**src/hdl/phr_pkg.sv**
```systemverilog
// ----------------------------------------------------------------------------
// phr_pkg
// Shared types and constants for the packet header rewriter.
// ----------------------------------------------------------------------------
package phr_pkg;

  // configuration register indexes
  localparam int CFG_INDEX_W = 3;
  localparam int CFG_DATA_W  = 48;

  typedef enum logic [CFG_INDEX_W-1:0] {
    CFG_MAC_ENABLE  = 3'd0,
    CFG_DEST_MAC    = 3'd1,
    CFG_IP_ENABLE   = 3'd2,
    CFG_DEST_IP     = 3'd3,
    CFG_PORT_ENABLE = 3'd4,
    CFG_DEST_PORT   = 3'd5
  } cfg_index_t;

  localparam logic [15:0] DEST_PORT_RESET = 16'd8888;

  // protocol constants
  localparam logic [7:0]  ETHERTYPE_HI   = 8'h08;
  localparam logic [7:0]  ETHERTYPE_LO   = 8'h00;
  localparam logic [7:0]  PROTO_UDP      = 8'd17;
  localparam logic [7:0]  IHL_MASK       = 8'h0f;
  localparam int          IHL_SHIFT      = 2;
  localparam logic [3:0]  IHL_MIN        = 4'd5;
  localparam logic [11:0] IP_MIN_FRAME   = 12'd34;

  // live configuration
  typedef struct packed {
    logic        mac_replace_enable;
    logic [47:0] new_dest_mac;
    logic        ip_replace_enable;
    logic [31:0] new_dest_ip;
    logic        port_replace_enable;
    logic [15:0] new_dest_port;
  } phr_cfg_t;

  // one result item
  typedef struct packed {
    logic [7:0] out_byte;
    logic       out_end;
    logic       ip_cksum_request;
    logic       udp_cksum_request;
  } phr_result_t;

  // byte idx of the mac, first wire byte most significant
  function automatic logic [7:0] mac_byte(input logic [47:0] mac, input logic [2:0] idx);
    logic [7:0] b;
    case (idx)
      3'd0:    b = mac[47:40];
      3'd1:    b = mac[39:32];
      3'd2:    b = mac[31:24];
      3'd3:    b = mac[23:16];
      3'd4:    b = mac[15:8];
      default: b = mac[7:0];
    endcase
    return b;
  endfunction

  // byte idx of a 32-bit word, most significant first
  function automatic logic [7:0] word_byte(input logic [31:0] w, input logic [1:0] idx);
    logic [7:0] b;
    case (idx)
      2'd0:    b = w[31:24];
      2'd1:    b = w[23:16];
      2'd2:    b = w[15:8];
      default: b = w[7:0];
    endcase
    return b;
  endfunction

endpackage

```
**src/hdl/phr_in_if.sv**
```systemverilog
// ----------------------------------------------------------------------------
// phr_in_if
// Frame byte channel into the rewriter.
// ----------------------------------------------------------------------------
interface phr_in_if;
  logic        valid;
  logic        ready;
  logic [7:0]  frame_byte;
  logic        frame_end;
  logic [11:0] frame_length;

  modport source (output valid, frame_byte, frame_end, frame_length, input ready);
  modport sink   (input valid, frame_byte, frame_end, frame_length, output ready);
endinterface

```
**src/hdl/phr_out_if.sv**
```systemverilog
// ----------------------------------------------------------------------------
// phr_out_if
// Rewritten byte channel out of the rewriter.
// ----------------------------------------------------------------------------
interface phr_out_if;
  logic       valid;
  logic       ready;
  logic [7:0] out_byte;
  logic       out_end;
  logic       ip_cksum_request;
  logic       udp_cksum_request;

  modport source (output valid, out_byte, out_end, ip_cksum_request, udp_cksum_request,
                  input ready);
  modport sink   (input valid, out_byte, out_end, ip_cksum_request, udp_cksum_request,
                  output ready);
endinterface

```
**src/hdl/packet_header_rewriter.sv**
```systemverilog
// ----------------------------------------------------------------------------
// packet_header_rewriter
// Ethernet / IPv4 / UDP destination rewrite on a byte stream.
// ----------------------------------------------------------------------------
// Frames enter on frame_in one byte per transfer, with frame_end on the last
// byte and frame_length repeated on every byte. Each byte gives exactly one
// transfer on frame_out, carrying the byte after any rewrite and the IPv4 and
// UDP checksum offload request flags.
// Configuration is written through cfg_write / cfg_index / cfg_data while no
// frame is in flight; index 0..5 follow the register list, others are ignored.
// Each result is registered in the output stage before it appears on frame_out.
// Throughput is one byte per cycle: the frame state registers and the short
// rewrite logic between them take a byte every cycle.
// When frame_out stalls, a skid stage takes one more byte, after which
// frame_in.ready drops until the receiver takes a result.
// Reset (rst, synchronous) clears frame state and flushes the output stage;
// configuration returns to its reset values (port 8888, all else zero).
// ----------------------------------------------------------------------------
module packet_header_rewriter #(
  parameter int MAX_FRAME_BYTES = 2048
) (
  input  logic                            clk,
  input  logic                            rst,
  phr_in_if.sink                          frame_in,
  phr_out_if.source                       frame_out,
  input  logic                            cfg_write,
  input  logic [phr_pkg::CFG_INDEX_W-1:0] cfg_index,
  input  logic [phr_pkg::CFG_DATA_W-1:0]  cfg_data
);
  import phr_pkg::*;

  phr_cfg_t    cfg;
  phr_result_t result;
  phr_result_t out_data;
  logic        push_ready;
  logic        accept;

  assign frame_in.ready = push_ready;
  assign accept         = frame_in.valid && push_ready;

  // configuration registers
  phr_cfg u_cfg (
    .clk       (clk),
    .rst       (rst),
    .cfg_write (cfg_write),
    .cfg_index (cfg_index),
    .cfg_data  (cfg_data),
    .cfg       (cfg)
  );

  // header tracking and rewrite
  phr_rewrite #(
    .MAX_FRAME_BYTES (MAX_FRAME_BYTES)
  ) u_rewrite (
    .clk          (clk),
    .rst          (rst),
    .accept       (accept),
    .frame_byte   (frame_in.frame_byte),
    .frame_end    (frame_in.frame_end),
    .frame_length (frame_in.frame_length),
    .cfg          (cfg),
    .result       (result)
  );

  // output register and skid stage
  phr_outbuf u_outbuf (
    .clk        (clk),
    .rst        (rst),
    .push       (accept),
    .push_data  (result),
    .push_ready (push_ready),
    .out_valid  (frame_out.valid),
    .out_ready  (frame_out.ready),
    .out_data   (out_data)
  );

  assign frame_out.out_byte          = out_data.out_byte;
  assign frame_out.out_end           = out_data.out_end;
  assign frame_out.ip_cksum_request  = out_data.ip_cksum_request;
  assign frame_out.udp_cksum_request = out_data.udp_cksum_request;

endmodule

```
**src/hdl/phr_cfg.sv**
```systemverilog
// ----------------------------------------------------------------------------
// phr_cfg
// Configuration register file, write only.
// ----------------------------------------------------------------------------
module phr_cfg (
  input  logic                            clk,
  input  logic                            rst,
  input  logic                            cfg_write,
  input  logic [phr_pkg::CFG_INDEX_W-1:0] cfg_index,
  input  logic [phr_pkg::CFG_DATA_W-1:0]  cfg_data,
  output phr_pkg::phr_cfg_t               cfg
);
  import phr_pkg::*;

  // register writes, unknown indexes ignored
  always_ff @(posedge clk) begin
    if (rst) begin
      cfg.mac_replace_enable  <= 1'b0;
      cfg.new_dest_mac        <= '0;
      cfg.ip_replace_enable   <= 1'b0;
      cfg.new_dest_ip         <= '0;
      cfg.port_replace_enable <= 1'b0;
      cfg.new_dest_port       <= DEST_PORT_RESET;
    end else if (cfg_write) begin
      case (cfg_index)
        CFG_MAC_ENABLE:  cfg.mac_replace_enable  <= cfg_data[0];
        CFG_DEST_MAC:    cfg.new_dest_mac        <= cfg_data[47:0];
        CFG_IP_ENABLE:   cfg.ip_replace_enable   <= cfg_data[0];
        CFG_DEST_IP:     cfg.new_dest_ip         <= cfg_data[31:0];
        CFG_PORT_ENABLE: cfg.port_replace_enable <= cfg_data[0];
        CFG_DEST_PORT:   cfg.new_dest_port       <= cfg_data[15:0];
        default: ;
      endcase
    end
  end

endmodule

```
**src/hdl/phr_rewrite.sv**
```systemverilog
// ----------------------------------------------------------------------------
// phr_rewrite
// Per-frame header tracking and byte rewrite for one accepted byte.
// ----------------------------------------------------------------------------
module phr_rewrite #(
  parameter int MAX_FRAME_BYTES = 2048
) (
  input  logic                 clk,
  input  logic                 rst,
  input  logic                 accept,
  input  logic [7:0]           frame_byte,
  input  logic                 frame_end,
  input  logic [11:0]          frame_length,
  input  phr_pkg::phr_cfg_t    cfg,
  output phr_pkg::phr_result_t result
);
  import phr_pkg::*;

  localparam int POS_W = $clog2(MAX_FRAME_BYTES + 1);
  localparam logic [POS_W-1:0] POS_MAX = POS_W'(MAX_FRAME_BYTES);

  // frame state
  logic [POS_W-1:0] byte_position;
  logic             is_ipv4;
  logic [3:0]       header_words;
  logic [7:0]       protocol_byte;
  logic [15:0]      ip_total_length;
  logic [31:0]      source_address;
  logic [31:0]      dest_address_seen;
  logic             ip_flag_seen;
  logic             udp_flag_seen;
  logic [15:0]      pseudo_sum;

  logic             is_ipv4_next;
  logic [3:0]       header_words_next;
  logic [7:0]       protocol_byte_next;
  logic [15:0]      ip_total_length_next;
  logic [31:0]      source_address_next;
  logic [31:0]      dest_address_seen_next;
  logic             ip_flag_seen_next;
  logic             udp_flag_seen_next;

  logic [POS_W-1:0] p;
  logic [6:0]       udp_base;
  logic [POS_W-1:0] udp_port_hi, udp_port_lo, udp_ck_hi, udp_ck_lo;
  logic             ipok, in_dest_ip, udp_ok;
  logic [7:0]       o;

  // pseudo-header sum, settled long before the udp checksum bytes arrive
  logic [15:0] len_field;
  logic [18:0] sum_raw;
  logic [16:0] sum_fold1;
  logic [15:0] sum_fold2;

  assign len_field = ip_total_length - {10'd0, header_words, 2'b00};
  assign sum_raw   = 19'(source_address[31:16]) + 19'(source_address[15:0])
                   + 19'(dest_address_seen[31:16]) + 19'(dest_address_seen[15:0])
                   + 19'(protocol_byte) + 19'(len_field);
  assign sum_fold1 = 17'(sum_raw[18:16]) + 17'(sum_raw[15:0]);
  assign sum_fold2 = 16'(sum_fold1[16]) + sum_fold1[15:0];

  always_ff @(posedge clk) begin
    pseudo_sum <= sum_fold2;
  end

  // byte rewrite and state update
  assign p          = byte_position;
  assign udp_base   = 7'd14 + {1'b0, header_words, 2'b00};
  assign udp_port_hi = POS_W'(udp_base + 7'd2);
  assign udp_port_lo = POS_W'(udp_base + 7'd3);
  assign udp_ck_hi   = POS_W'(udp_base + 7'd6);
  assign udp_ck_lo   = POS_W'(udp_base + 7'd7);
  assign ipok       = is_ipv4 && (p >= POS_W'(14)) && (frame_length >= IP_MIN_FRAME);
  assign in_dest_ip = (p >= POS_W'(30)) && (p <= POS_W'(33));
  assign udp_ok     = cfg.port_replace_enable && (header_words >= IHL_MIN)
                   && (protocol_byte == PROTO_UDP)
                   && (frame_length >= 12'(udp_base + 7'd8));

  always_comb begin
    o                      = frame_byte;
    is_ipv4_next           = is_ipv4;
    header_words_next      = header_words;
    protocol_byte_next     = protocol_byte;
    ip_total_length_next   = ip_total_length;
    source_address_next    = source_address;
    dest_address_seen_next = dest_address_seen;
    ip_flag_seen_next      = ip_flag_seen;
    udp_flag_seen_next     = udp_flag_seen;

    // destination mac
    if (p < POS_W'(6) && cfg.mac_replace_enable) begin
      o = mac_byte(cfg.new_dest_mac, p[2:0]);
    end

    // header capture
    if (p == POS_W'(12)) is_ipv4_next = (frame_byte == ETHERTYPE_HI);
    if (p == POS_W'(13)) is_ipv4_next = is_ipv4 && (frame_byte == ETHERTYPE_LO);
    if (p == POS_W'(14)) header_words_next = 4'(frame_byte & IHL_MASK);
    if (p == POS_W'(16)) ip_total_length_next = {frame_byte, ip_total_length[7:0]};
    if (p == POS_W'(17)) ip_total_length_next = {ip_total_length[15:8], frame_byte};
    if (p == POS_W'(23)) protocol_byte_next = frame_byte;
    if (p >= POS_W'(26) && p <= POS_W'(29)) begin
      source_address_next = {source_address[23:0], frame_byte};
    end

    if (ipok) begin
      // ip destination and header checksum
      if (cfg.ip_replace_enable) begin
        if (p == POS_W'(24) || p == POS_W'(25)) o = 8'd0;
        if (in_dest_ip) o = word_byte(cfg.new_dest_ip, 2'(p - POS_W'(30)));
        if (p == POS_W'(33)) ip_flag_seen_next = 1'b1;
      end
      if (in_dest_ip) dest_address_seen_next = {dest_address_seen[23:0], o};

      // udp destination port and checksum
      if (udp_ok) begin
        if (p == udp_port_hi) o = cfg.new_dest_port[15:8];
        if (p == udp_port_lo) begin
          o = cfg.new_dest_port[7:0];
          udp_flag_seen_next = 1'b1;
        end
        if (p == udp_ck_hi) o = pseudo_sum[15:8];
        if (p == udp_ck_lo) o = pseudo_sum[7:0];
      end
    end
  end

  assign result.out_byte          = o;
  assign result.out_end           = frame_end;
  assign result.ip_cksum_request  = ip_flag_seen_next;
  assign result.udp_cksum_request = udp_flag_seen_next;

  // state registers, cleared after the last byte of a frame
  always_ff @(posedge clk) begin
    if (rst) begin
      byte_position     <= '0;
      is_ipv4           <= 1'b0;
      header_words      <= '0;
      protocol_byte     <= '0;
      ip_total_length   <= '0;
      source_address    <= '0;
      dest_address_seen <= '0;
      ip_flag_seen      <= 1'b0;
      udp_flag_seen     <= 1'b0;
    end else if (accept) begin
      if (frame_end) begin
        byte_position     <= '0;
        is_ipv4           <= 1'b0;
        header_words      <= '0;
        protocol_byte     <= '0;
        ip_total_length   <= '0;
        source_address    <= '0;
        dest_address_seen <= '0;
        ip_flag_seen      <= 1'b0;
        udp_flag_seen     <= 1'b0;
      end else begin
        if (byte_position < POS_MAX) byte_position <= byte_position + POS_W'(1);
        is_ipv4           <= is_ipv4_next;
        header_words      <= header_words_next;
        protocol_byte     <= protocol_byte_next;
        ip_total_length   <= ip_total_length_next;
        source_address    <= source_address_next;
        dest_address_seen <= dest_address_seen_next;
        ip_flag_seen      <= ip_flag_seen_next;
        udp_flag_seen     <= udp_flag_seen_next;
      end
    end
  end

endmodule

```
**src/hdl/phr_outbuf.sv**
```systemverilog
// ----------------------------------------------------------------------------
// phr_outbuf
// Output register with a skid stage, two results deep.
// ----------------------------------------------------------------------------
module phr_outbuf (
  input  logic                 clk,
  input  logic                 rst,
  input  logic                 push,
  input  phr_pkg::phr_result_t push_data,
  output logic                 push_ready,
  output logic                 out_valid,
  input  logic                 out_ready,
  output phr_pkg::phr_result_t out_data
);
  import phr_pkg::*;

  logic        main_valid;
  phr_result_t main_data;
  logic        skid_valid;
  phr_result_t skid_data;
  logic        pop;

  assign pop        = main_valid && out_ready;
  assign push_ready = !skid_valid;
  assign out_valid  = main_valid;
  assign out_data   = main_data;

  // control
  always_ff @(posedge clk) begin
    if (rst) begin
      main_valid <= 1'b0;
      skid_valid <= 1'b0;
    end else if (skid_valid) begin
      if (pop) skid_valid <= 1'b0;
    end else if (!main_valid || pop) begin
      main_valid <= push;
    end else if (push) begin
      skid_valid <= 1'b1;
    end
  end

  // payload
  always_ff @(posedge clk) begin
    if (skid_valid) begin
      if (pop) main_data <= skid_data;
    end else if (!main_valid || pop) begin
      if (push) main_data <= push_data;
    end else if (push) begin
      skid_data <= push_data;
    end
  end

endmodule
```
**src/flat_wrapper.sv**
```systemverilog
// flat-port wrapper written by rule: the top's interface ports become plain ports
module packet_header_rewriter_flat import phr_pkg::*;
#(
  parameter int MAX_FRAME_BYTES = 2048
)
  (clk, rst, cfg_write, cfg_index, cfg_data, frame_in_valid, frame_in_frame_byte, frame_in_frame_end, frame_in_frame_length, frame_in_ready, frame_out_valid, frame_out_out_byte, frame_out_out_end, frame_out_ip_cksum_request, frame_out_udp_cksum_request, frame_out_ready);
  phr_in_if frame_in_i ();
  phr_out_if frame_out_i ();
  input  logic clk;
  input  logic rst;
  input  logic cfg_write;
  input  logic [phr_pkg::CFG_INDEX_W-1:0] cfg_index;
  input  logic [phr_pkg::CFG_DATA_W-1:0] cfg_data;
  input wire logic [$bits(frame_in_i.valid)-1:0] frame_in_valid;
  input wire logic [$bits(frame_in_i.frame_byte)-1:0] frame_in_frame_byte;
  input wire logic [$bits(frame_in_i.frame_end)-1:0] frame_in_frame_end;
  input wire logic [$bits(frame_in_i.frame_length)-1:0] frame_in_frame_length;
  output wire logic [$bits(frame_in_i.ready)-1:0] frame_in_ready;
  output wire logic [$bits(frame_out_i.valid)-1:0] frame_out_valid;
  output wire logic [$bits(frame_out_i.out_byte)-1:0] frame_out_out_byte;
  output wire logic [$bits(frame_out_i.out_end)-1:0] frame_out_out_end;
  output wire logic [$bits(frame_out_i.ip_cksum_request)-1:0] frame_out_ip_cksum_request;
  output wire logic [$bits(frame_out_i.udp_cksum_request)-1:0] frame_out_udp_cksum_request;
  input wire logic [$bits(frame_out_i.ready)-1:0] frame_out_ready;
  assign frame_in_i.valid = frame_in_valid;
  assign frame_in_i.frame_byte = frame_in_frame_byte;
  assign frame_in_i.frame_end = frame_in_frame_end;
  assign frame_in_i.frame_length = frame_in_frame_length;
  assign frame_in_ready = frame_in_i.ready;
  assign frame_out_valid = frame_out_i.valid;
  assign frame_out_out_byte = frame_out_i.out_byte;
  assign frame_out_out_end = frame_out_i.out_end;
  assign frame_out_ip_cksum_request = frame_out_i.ip_cksum_request;
  assign frame_out_udp_cksum_request = frame_out_i.udp_cksum_request;
  assign frame_out_i.ready = frame_out_ready;
  packet_header_rewriter #(.MAX_FRAME_BYTES(MAX_FRAME_BYTES)) u_core (.clk(clk), .rst(rst), .frame_in(frame_in_i), .frame_out(frame_out_i), .cfg_write(cfg_write), .cfg_index(cfg_index), .cfg_data(cfg_data));
endmodule
```
**config.mk**
```make
export PLATFORM = sky130hd
export DESIGN_NAME = packet_header_rewriter_flat
export DESIGN_NICKNAME = d
export VERILOG_FILES = /design/src/hdl/phr_pkg.sv /design/src/hdl/phr_in_if.sv /design/src/hdl/phr_out_if.sv /design/src/hdl/packet_header_rewriter.sv /design/src/hdl/phr_cfg.sv /design/src/hdl/phr_rewrite.sv /design/src/hdl/phr_outbuf.sv /design/src/flat_wrapper.sv
export SDC_FILE = /design/constraint.sdc
export NUM_CORES = 1
export LEC_CHECK = 0
export BUFFER_PORTS_ARGS = -buffer_cell sky130_fd_sc_hd__buf_4
export CAP_MARGIN = 40
export CORE_MARGIN = 2
export CORE_UTILIZATION = 45
export DETAILED_ROUTE_END_ITERATION = 8
export SYNTH_ARGS = -nofsm -noshare
export SYNTH_HDL_FRONTEND = slang
export SYNTH_HIERARCHICAL = 1
export SYNTH_SLANG_ARGS = --single-unit
export TNS_END_PERCENT = 1
```
**constraint.sdc**
```tcl
create_clock -name clk -period 24.8 [get_ports clk]
set_input_delay 1.24 -clock clk [delete_from_list [all_inputs] [get_ports clk]]
set_output_delay 1.24 -clock clk [all_outputs]
set_load 0.02 [all_outputs]
```
; ---- Yosys cells after proc, flatten, opt, wreduce, memory -nomap -nowiden
; Index checks and enable logic that the tools add are counted.
[op_classes]
addsub = 16
order_cmp = 10
eq_ne = 28
mux = 45
bitwise = 2
n_reduce_logical = 47
[ops]
columns = cell, n
row1 = $mux W32, 5
row2 = $mux W8, 12
row3 = $eq A12 B5 Y1 const B, 5
row4 = $eq A12 B8 Y1, 4
row5 = $mux W16, 3
row6 = $mux W11, 4
row7 = $pmux W8 S5, 1
row8 = $eq A12 B4 Y1 const B, 3
row9 = $reduce_and A2 Y1, 13
row10 = $ge A12 B5 Y1 const B, 2
row11 = $mux W12, 2
row12 = $pmux W8 S3, 1
row13 = $reduce_bool A2 Y1, 10
row14 = $add A18 B16 Y19, 1
row15 = $add A19 B16 Y19, 1
row16 = $add A19 B8 Y19, 1
row17 = $add A17 B16 Y18, 1
row18 = $add A16 B16 Y17, 1
row19 = $add A3 B16 Y17, 1
row20 = $add A1 B16 Y16, 1
row21 = $add A7 B2 Y8 const B, 2
row22 = $add A7 B3 Y8 const B, 2
row23 = $sub A16 B6 Y16, 1
row24 = $mux W1, 15
row25 = other kinds (32), 56
[word_totals]
reg_bits = 246
output_inout_bits = 13

; ---- Depth between registers and ports, before layout
; Gate-level depths: netlist of run 1.
[logic_depth]
ltp_word = 15
mapped_depth = 43

; ---- Hierarchy
; Netlist of run 1, hierarchy kept.
[modules_own_cells]
columns = module, instances, cells_per_inst, area_each_um2, seq_area_each_um2
row1 = phr_rewrite, 1, 1081, 9242.6, 2462.4
row2 = phr_cfg, 1, 385, 4101.4, 1981.9
row3 = phr_outbuf, 1, 48, 960.9, 700.7
row4 = packet_header_rewriter, 1, 1, 6.3, 0.0

; ---- Worst setup path before layout of run 1
; Ideal clock, no wire load.
[synth_timing]
path_kind = register to register
start = register u_core.u_rewrite.header_words[1]
end = register u_core.u_rewrite.pseudo_sum[15]
t_arrival_ns = 8.379
t_required_ns = 24.678
slack_ns = 16.299
path_stages_with_launch = 40
path_buffers = 1
synth_period_minus_slack_ns = 8.501
cell_sequence = dfxtp_1 inv_1 ha_1 nor2b_1 o21ai_0 nand2b_1 a211oi_1 xnor2_1 fa_1 fa_1 fa_1 inv_1 ha_1 clkbuf_1 a2111oi_0 o21ai_1 a41oi_1 nor2b_1 (+4 left out) xnor2_1 fa_1 a21o_1 nand2_1 nor4_2 nand3_1 inv_1 nand3_1 nor4_1 and3_1 ha_1 and3_1 nand2b_1 or3_1 or3_1 a211oi_2 o21ai_1 xnor2_1
[synth_via]
elab_chain_cells = 4
[synth_lines]
columns = item, line_no
row1 = "start, declared", phr_rewrite.sv:25  ; logic [3:0] header_words;
row2 = "start signal, assigned", phr_rewrite.sv:159  ; header_words <= header_words_next;
row3 = $sub A16 B6 Y16, phr_rewrite.sv:55  ; assign len_field = ip_total_length - {10'd0, header_words, 2'b00};
row4 = $add A19 B16 Y19, phr_rewrite.sv:58  ; + 19'(protocol_byte) + 19'(len_field);
row5 = $add A3 B16 Y17, phr_rewrite.sv:59  ; assign sum_fold1 = 17'(sum_raw[18:16]) + 17'(sum_raw[15:0]);
row6 = $add A1 B16 Y16, phr_rewrite.sv:60  ; assign sum_fold2 = 16'(sum_fold1[16]) + sum_fold1[15:0];
row7 = via u_core.u_rewrite.sum_fold2[15], phr_rewrite.sv:53  ; logic [15:0] sum_fold2;
row8 = "end signal, assigned", phr_rewrite.sv:63  ; pseudo_sum <= sum_fold2;
row9 = "end, declared", phr_rewrite.sv:32  ; logic [15:0] pseudo_sum;
; The timed path passes the listed nets, and every way through them passes these cells.
; A chain may end at the register's enable or synchronous reset.

; ---- Final worst setup path of run 1
; Same ends and word-level chain as after synthesis.

==> impl_metrics.toml, run 1 <==
[final_layout]
multi_input_area_sq_um = 8310
stdcell_count = 1984
num_antenna_cells = 0
final_common_cell = "dfxtp_1"
layout_common_cells = "dfxtp_1 (224), nand2b_1 (150), nor2_1 (144), inv_1 (124), mux2i_1 (102)"
fin_nets = 1745
drive_above_1_share_pct = 13.3
area_growth_syn_to_layout_pct = 12.6
stdcell_area_sq_um = 16100
final.fill_count = 2890
final-seq-area_sq_um = 5140

[timing]
max_slew_margin_pct = 38.0
finalSetupTns_ns = 0
rsz0062_at_grt = "false"
fin_crit_sh_pct = 38.9
tightest_slew_ns = 0.922
setup_ws_ns = 15.14
slew_violations = 0
skew_ns = 0.0279
max_freq_mhz = 104
hold_violations = 0
period_needed_ns = 9.66
setup_viol = 0

[die]
pin_count = 90
row_count = 65
die_area_sq_um = 33200
initial_core_util_pct = 45.5
core_area_sq_um = 31500
die_w_um = 182
fp.dieH_um = 182

[routing]
drtPass1Iterations = 5
wl_um = 37200
ant_nets = 0
drt-initial-drc-count = 976
wl_per_cell_um = 18.7
vias = 10900
drc = 0
vias_per_cell = 5.51

[global_routing]
grt_antenna_before_repair = 1
grt_remaining_overflow = 0
grt.total_usage_pct = 22.4
grt_use_met3_pct = 3.71
grt_pass1_wl_um = 58800
use_met2_pct = 34.0
grt.busiest_layer = "met2"
met1_usage_pct = 33.4
grt_pass1_vias = 10600
grt_max_degree = 152

[synth]
ys_seq_area_share_pct = 36.0
synth_warnings = 6
synth_edf_count = 22
syn_inst = 1515
yosysUniqueCellTypes = 77
async_reset_ff_share_pct = 0
synth_ff_type = "dfxtp_1"
syn-cell-area_sq_um = 14300
synth.net_count = 1699
synth_seq_cells = 246
syn_avg_cell_area_sq_um = 9.45

[placement]
numPortBuffers = 88
dp.cells = 1934
hpwlAfterDp_um = 27100
dp_slack_ns = 15.17
globalplace.congestion = 0.850
place_area_sq_um = 15200

[outcome]
status = "finished, final reports clean"

[clock_tree]
path_clk_slew_ns = 0.06
worstSkewPairLatency_ns = 0.56
clock-sinks = 246
htreeDepth = 1
root_buffer = "clkbuf_16"
post_cts_buffers = 0
cts.path.max_buffers = 3
cts_hold_buf = 0
numCtsBuffers = 27
tritoncts = "built"
postCtsResizedCells = 0

[critical_path]
startpoint_type = "flip-flop"
critPathRequiredTime_ns = 25.23
cp_slowest_cell = "a211oi_1"
slowest_delay_ns = 0.55
crit_arrival_ns = 10.08
endpoint_kind = "flip-flop"
crit_type = "reg2reg"
critical_path_peak_fanout = 10
cpMostUsedCell = "fa_1"

[worst_hold_path]
min_path_type = "reg2reg"

[power_and_ir_drop]
cellPowerDensity_nw_per_um2 = 55.2
leakagePower_nw = 6.51
peakVddDrop_mv = 0.0505

[flow_run]
max_cap_viol_count = 0
-- logic make-up (layout without fill, tap and decap cells) --
kind of cell    count (synthesis)  in the layout  synth area share, %
buf+inv                       211            278                 6.11
fa+ha+maj                     107            107                 12.4
compound gates                272            272                 13.8
xor+xnor                       61             61                 3.73
simple gates                  489            489                 18.5
mux                           129            129                 9.44
flops                         246            246                 36.0
-- critical path: cells and delay by family, from the launching register on --
kind | cells | cell delay [ns]
compound gates | 12 | 2.95
simple gates | 13 | 2.63
fa+ha+maj | 7 | 2.57
xor+xnor | 3 | 0.68
flops | 1 | 0.40
buf+inv | 3 | 0.31
-- metrics by stage --
step / total power, W / utilization [%] / hold slack (ns)
2_1_floorplan: 0.000468 / - / 0.444
3_3_place_gp: 0.000497 / 48.2 / 0.455
3_5_place_dp: 0.000499 / 48.4 / 0.462
4_1_cts: 0.000900 / 51.2 / 0.476
5_1_grt: 0.000921 / 51.2 / 0.492
6_report: 0.000890 / 51.2 / 0.473
-- final timing paths --
check | from | end | slack [ns] | depth (start not counted)
worst min register to register | u_core/u_cfg/cfg[87]$_SDFFE_PP0P_ | u_core/u_cfg/cfg[87]$_SDFFE_PP0P_ | 0.47 | 2
worst max-delay path | u_core/u_rewrite/header_words[1]$_SDFFE_PP0P_ | u_core/u_rewrite/pseudo_sum[15]$_DFF_P_ | 15.14 | 38
worst max register to register | u_core/u_rewrite/header_words[1]$_SDFFE_PP0P_ | u_core/u_rewrite/pseudo_sum[15]$_DFF_P_ | 15.14 | 38
worst min-delay path | u_core/u_cfg/cfg[87]$_SDFFE_PP0P_ | u_core/u_cfg/cfg[87]$_SDFFE_PP0P_ | 0.47 | 2
-- sequential cells by signal, indices dropped and copies added, names as in the netlist --
| name | cells |
|---|---|
| u_core/u_rewrite/dest_address_seen | 32 |
| u_core/u_rewrite/byte_position | 12 |
| u_core/u_cfg/cfg | 99 |
| u_core/u_outbuf/skid_data | 11 |
| u_core/u_rewrite/is_ipv4 | 1 |
| u_core/u_outbuf/skid_valid | 1 |
| u_core/u_rewrite/pseudo_sum | 16 |
| u_core/u_rewrite/ip_flag_seen | 1 |
| u_core/u_outbuf/out_valid | 1 |
| u_core/u_rewrite/ip_total_length | 16 |
| u_core/u_outbuf/out_data | 11 |
| u_core/u_rewrite/source_address | 32 |
| u_core/u_rewrite/protocol_byte | 8 |
| u_core/u_rewrite/udp_flag_seen | 1 |
| u_core/u_rewrite/header_words | 4 |
-- metal layers --
layer  share of wire, %  wire, um
met4                1.7       639
met3                5.8      2170
met2                 44     16200
met1                 49     18200
met5                  0         0
-- where the power goes --
| group | total (W) | internal (W) | switching, W | leakage [nW] |
|---|---|---|---|---|
| Sequential | 0.000414 | 0.000409 | 0.00000474 | 2.01 |
| Combinational | 0.0000770 | 0.0000322 | 0.0000448 | 4.08 |
| Clock | 0.000400 | 0.000223 | 0.000177 | 0.415 |
-- synthesized netlist by cell type (9+ instances only) --
cell type | instances | area share [%]
dfxtp_1 | 224 | 31
nand2b_1 | 150 | 6.6
nor2_1 | 144 | 3.8
inv_1 | 124 | 3.3
mux2i_1 | 102 | 7.1
a22oi_1 | 93 | 4.9
clkbuf_1 | 63 | 1.7
fa_1 | 58 | 8.1
ha_1 | 49 | 4.3
nand2_1 | 46 | 1.2
a21oi_1 | 35 | 1.2
xnor2_1 | 35 | 2.1
nor3_1 | 28 | 0.98
o21ai_0 | 27 | 0.94
xor2_1 | 26 | 1.6
edfxtp_1 | 22 | 4.6
nand3_1 | 22 | 0.77
mux2_2 | 20 | 1.6
nor4_1 | 15 | 0.66
nand3b_1 | 12 | 0.63
nor2b_1 | 12 | 0.52
a211o_1 | 11 | 0.67
o211ai_1 | 11 | 0.58
buf_2 | 10 | 0.35
a21o_1 | 9 | 0.47
nor3b_1 | 9 | 0.47
-- layout make-up --
cell class              count  share of cell area, %
clock buffers              32                   4.49
clock inverters            18                   1.05
inverters                 124                   2.89
multi-input cells        1058                   51.6
flip-flops and latches    246                   31.9
well taps                 402                   3.12
repair buffers            104                   4.95
(Power assumes the default switching activity.)
==> inputs of run 2 (changes only) <==
==> constraint.sdc (replaced) <==
create_clock -name clk -period 8.6 [get_ports clk]
set_input_delay 0.43 -clock clk [delete_from_list [all_inputs] [get_ports clk]]
set_output_delay 0.43 -clock clk [all_outputs]
set_load 0.02 [all_outputs]
==> run 2 against run 1 <==
Against the previous run:
- clock power rose to 3.1 times the previous value
- first-iteration DRC count decreased by 8.3%
- largest power group is now clock
- sequential power grew to 2.9 times the previous value
- final cell count up 2.2%
- worst setup slack worse by 15 ns
- fmax up 16%
==> impl_metrics.toml, run 2 (synthesis gave the netlist of run 1 again) <==
[routing]
wirelength_met1_um = 18600
drc = 0
ant_nets = 0
highest_layer = "met4"
wl_um = 38600
drt-initial-drc-count = 895
vias = 11200
wl_met2_um = 17200
wl_met3_um = 2210
wl_per_cell_um = 19.1
vias_per_cell = 5.54
drtPass1Iterations = 6

[clock_tree]
path_clk_slew_ns = 0.06
cts.path.max_buffers = 3
cts_hold_buf = 0
numCtsBuffers = 28
htreeDepth = 1
worstSkewPairLatency_ns = 0.54
root_buffer = "clkbuf_16"
clock-sinks = 246
tritoncts = "built"

[critical_path]
worstSetupStartpoint = "u_core/u_rewrite/ip_total_length[2]$_SDFFE_PP0P_"
rr_startpoint = "u_core/u_rewrite/ip_total_length[2]$_SDFFE_PP0P_"
startpoint_type = "flip-flop"
path_depth = 48
cpMostUsedCell = "buf_4"
rr_endpoint = "u_core/u_rewrite/pseudo_sum[15]$_DFF_P_"
cp_num_buf_inv = 22
crit_type = "reg2reg"
critPathRequiredTime_ns = 9.02
crit_arrival_ns = 8.72
critPathTopFamily = "adder cells"
rrSetupSlack_ns = 0.30
reg2regPathDepth = 48
endpoint = "u_core/u_rewrite/pseudo_sum[15]$_DFF_P_"
endpoint_kind = "flip-flop"
cp_slowest_cell = "fa_1"
slowest_delay_ns = 0.56
critical_path_peak_fanout = 5

[final_layout]
drive_above_1_share_pct = 17.7
final-seq-area_sq_um = 5150
layout_common_cells = "dfxtp_1 (223), nand2b_1 (149), nor2_1 (144), buf_4 (140), inv_1 (122)"
largest_reg_flops = 99
area_growth_syn_to_layout_pct = 16.9
largest-register = "u_core/u_cfg/cfg"
final_common_cell = "dfxtp_1"
stdcell_count = 2027
final.fill_count = 2857
largest_registers = "u_core/u_cfg/cfg: 99 flops, u_core/u_rewrite/dest_address_seen: 32 flops, u_core/u_rewrite/source_address: 32 flops"
multi_input_area_sq_um = 8550
fin_util_pct = 53.2
fin_nets = 1786

[global_routing]
grt_antenna_before_repair = 0
grt_pass1_vias = 10900
grt_pass1_wl_um = 60700
grt_max_degree = 158
grt_remaining_overflow = 0
grt.total_usage_pct = 23.0

[power_and_ir_drop]
leakagePower_nw = 6.78
cellPowerDensity_nw_per_um2 = 158
peakVddDrop_mv = 0.123

[die]
initial_core_util_pct = 45.5
pin_count = 90
row_count = 65
core_area_sq_um = 31500
die_area_sq_um = 33200
fp.dieH_um = 182
die_w_um = 182

[flow_run]
max_cap_viol_count = 0

[timing]
tightest_slew_ns = 0.872
max_slew_margin_pct = 41.1
max_freq_mhz = 121
finalSetupTns_ns = 0
period_needed_ns = 8.30
skew_ns = 0.0145
setup_viol = 0
fin_crit_sh_pct = 96.5
hold_violations = 0
slew_violations = 0

[worst_hold_path]
min_path_type = "in2reg"

[placement]
dp.cells = 1947
numPortBuffers = 88
hpwlAfterDp_um = 27400
globalplace.congestion = 0.823

[outcome]
status = "finished, final reports clean"
run 2: cell count changes in the layout (fill, tap and decap cells not counted), moves of 3 or more:
cell,change
a21oi_2,+3
buf_4,+40
clkbuf_8,+6
clkbuf_1,+4
o21ai_1,+3
clkinvlp_4,-8
fa_2,+3
xnor2_1,-4
fa_1,-3
ha_2,+5
o21ai_0,-4
a21oi_1,-4
ha_1,-7
run 2: cell type report:
type | count | share of cell area (%)
Antenna cell | 1 | 0.0150
Clock buffer | 44 | 5.21
Clock inverter | 8 | 0.561
Inverter | 124 | 2.78
Multi-Input combinational cell | 1058 | 51.1
Sequential cell | 246 | 30.8
Tap cell | 402 | 3.01
Timing Repair Buffer | 144 | 6.57
run 2: power by group:
group,total (W),internal (W),switching (W)
logic,0.000224,0.0000935,0.000130
clock network,0.00123,0.000753,0.000480
registers,0.00119,0.00118,0.0000134
total,0.00265,0.00203,0.000624
run 2: how the worst min path moves through the flow:
stage	endpoint	depth (start not counted)	from	slack [ns]
2_1_floorplan	u_core/u_rewrite/ip_total_length[15]$_SDFFE_PP0P_	2	u_core/u_rewrite/ip_total_length[15]$_SDFFE_PP0P_	0.44
3_3_place_gp	u_core/u_cfg/cfg[50]$_SDFFE_PP0P_	2	u_core/u_cfg/cfg[50]$_SDFFE_PP0P_	0.46
3_5_place_dp	u_core/u_cfg/cfg[76]$_SDFFE_PP0P_	2	u_core/u_cfg/cfg[76]$_SDFFE_PP0P_	0.46
5_1_grt	u_core/u_outbuf/skid_valid$_SDFF_PP0_	2	frame_out_ready	0.08
6_report	u_core/u_outbuf/skid_valid$_SDFF_PP0_	2	frame_out_ready	0.09
4_1_cts	u_core/u_outbuf/skid_valid$_SDFF_PP0_	2	frame_out_ready	0.08
run 2: metrics by stage:
stage	hold WS [ns]	instance area, sq um	total power, W	worst slack, ns
final	0.0892	16700	0.00265	0.302
after global routing	0.0826	16700	0.00274	-0.0644
after CTS	0.0751	16500	0.00267	0.0256
after detailed placement	0.461	15300	0.00144	-0.187
after global placement	0.456	15300	0.00143	0.00551
after floorplan	0.444	14300	0.00135	0.0989
run 2: layer usage:
layer	track usage [%]	vias to the layer above
met5	0	-
met4	4.71	0
met3	3.31	45
met2	35.4	299
met1	34.4	5463
li1	-	5427
run 2: worst reg2reg max path, delay by kind of cell (launching register included):
kind,cells,cell delay [ns]
DFF,1,0.31
buffers and inverters,22,2.03
AOI/OAI and AO/OA,8,1.50
xor gates and xnor gates,2,0.32
and+or+nand+nor,9,1.83
adders and majority gates,7,2.18
run 2: what timing repair did:
| item | in CTS | in global routing |
|---|---|---|
| resized for setup | 8 | 42 |
| pin swaps | 5 | 28 |
| endpoints found under the setup margin | 5 | 11 |
| endpoints found under the hold margin | 0 | 0 |
| buffers inserted | 20 | 5 |
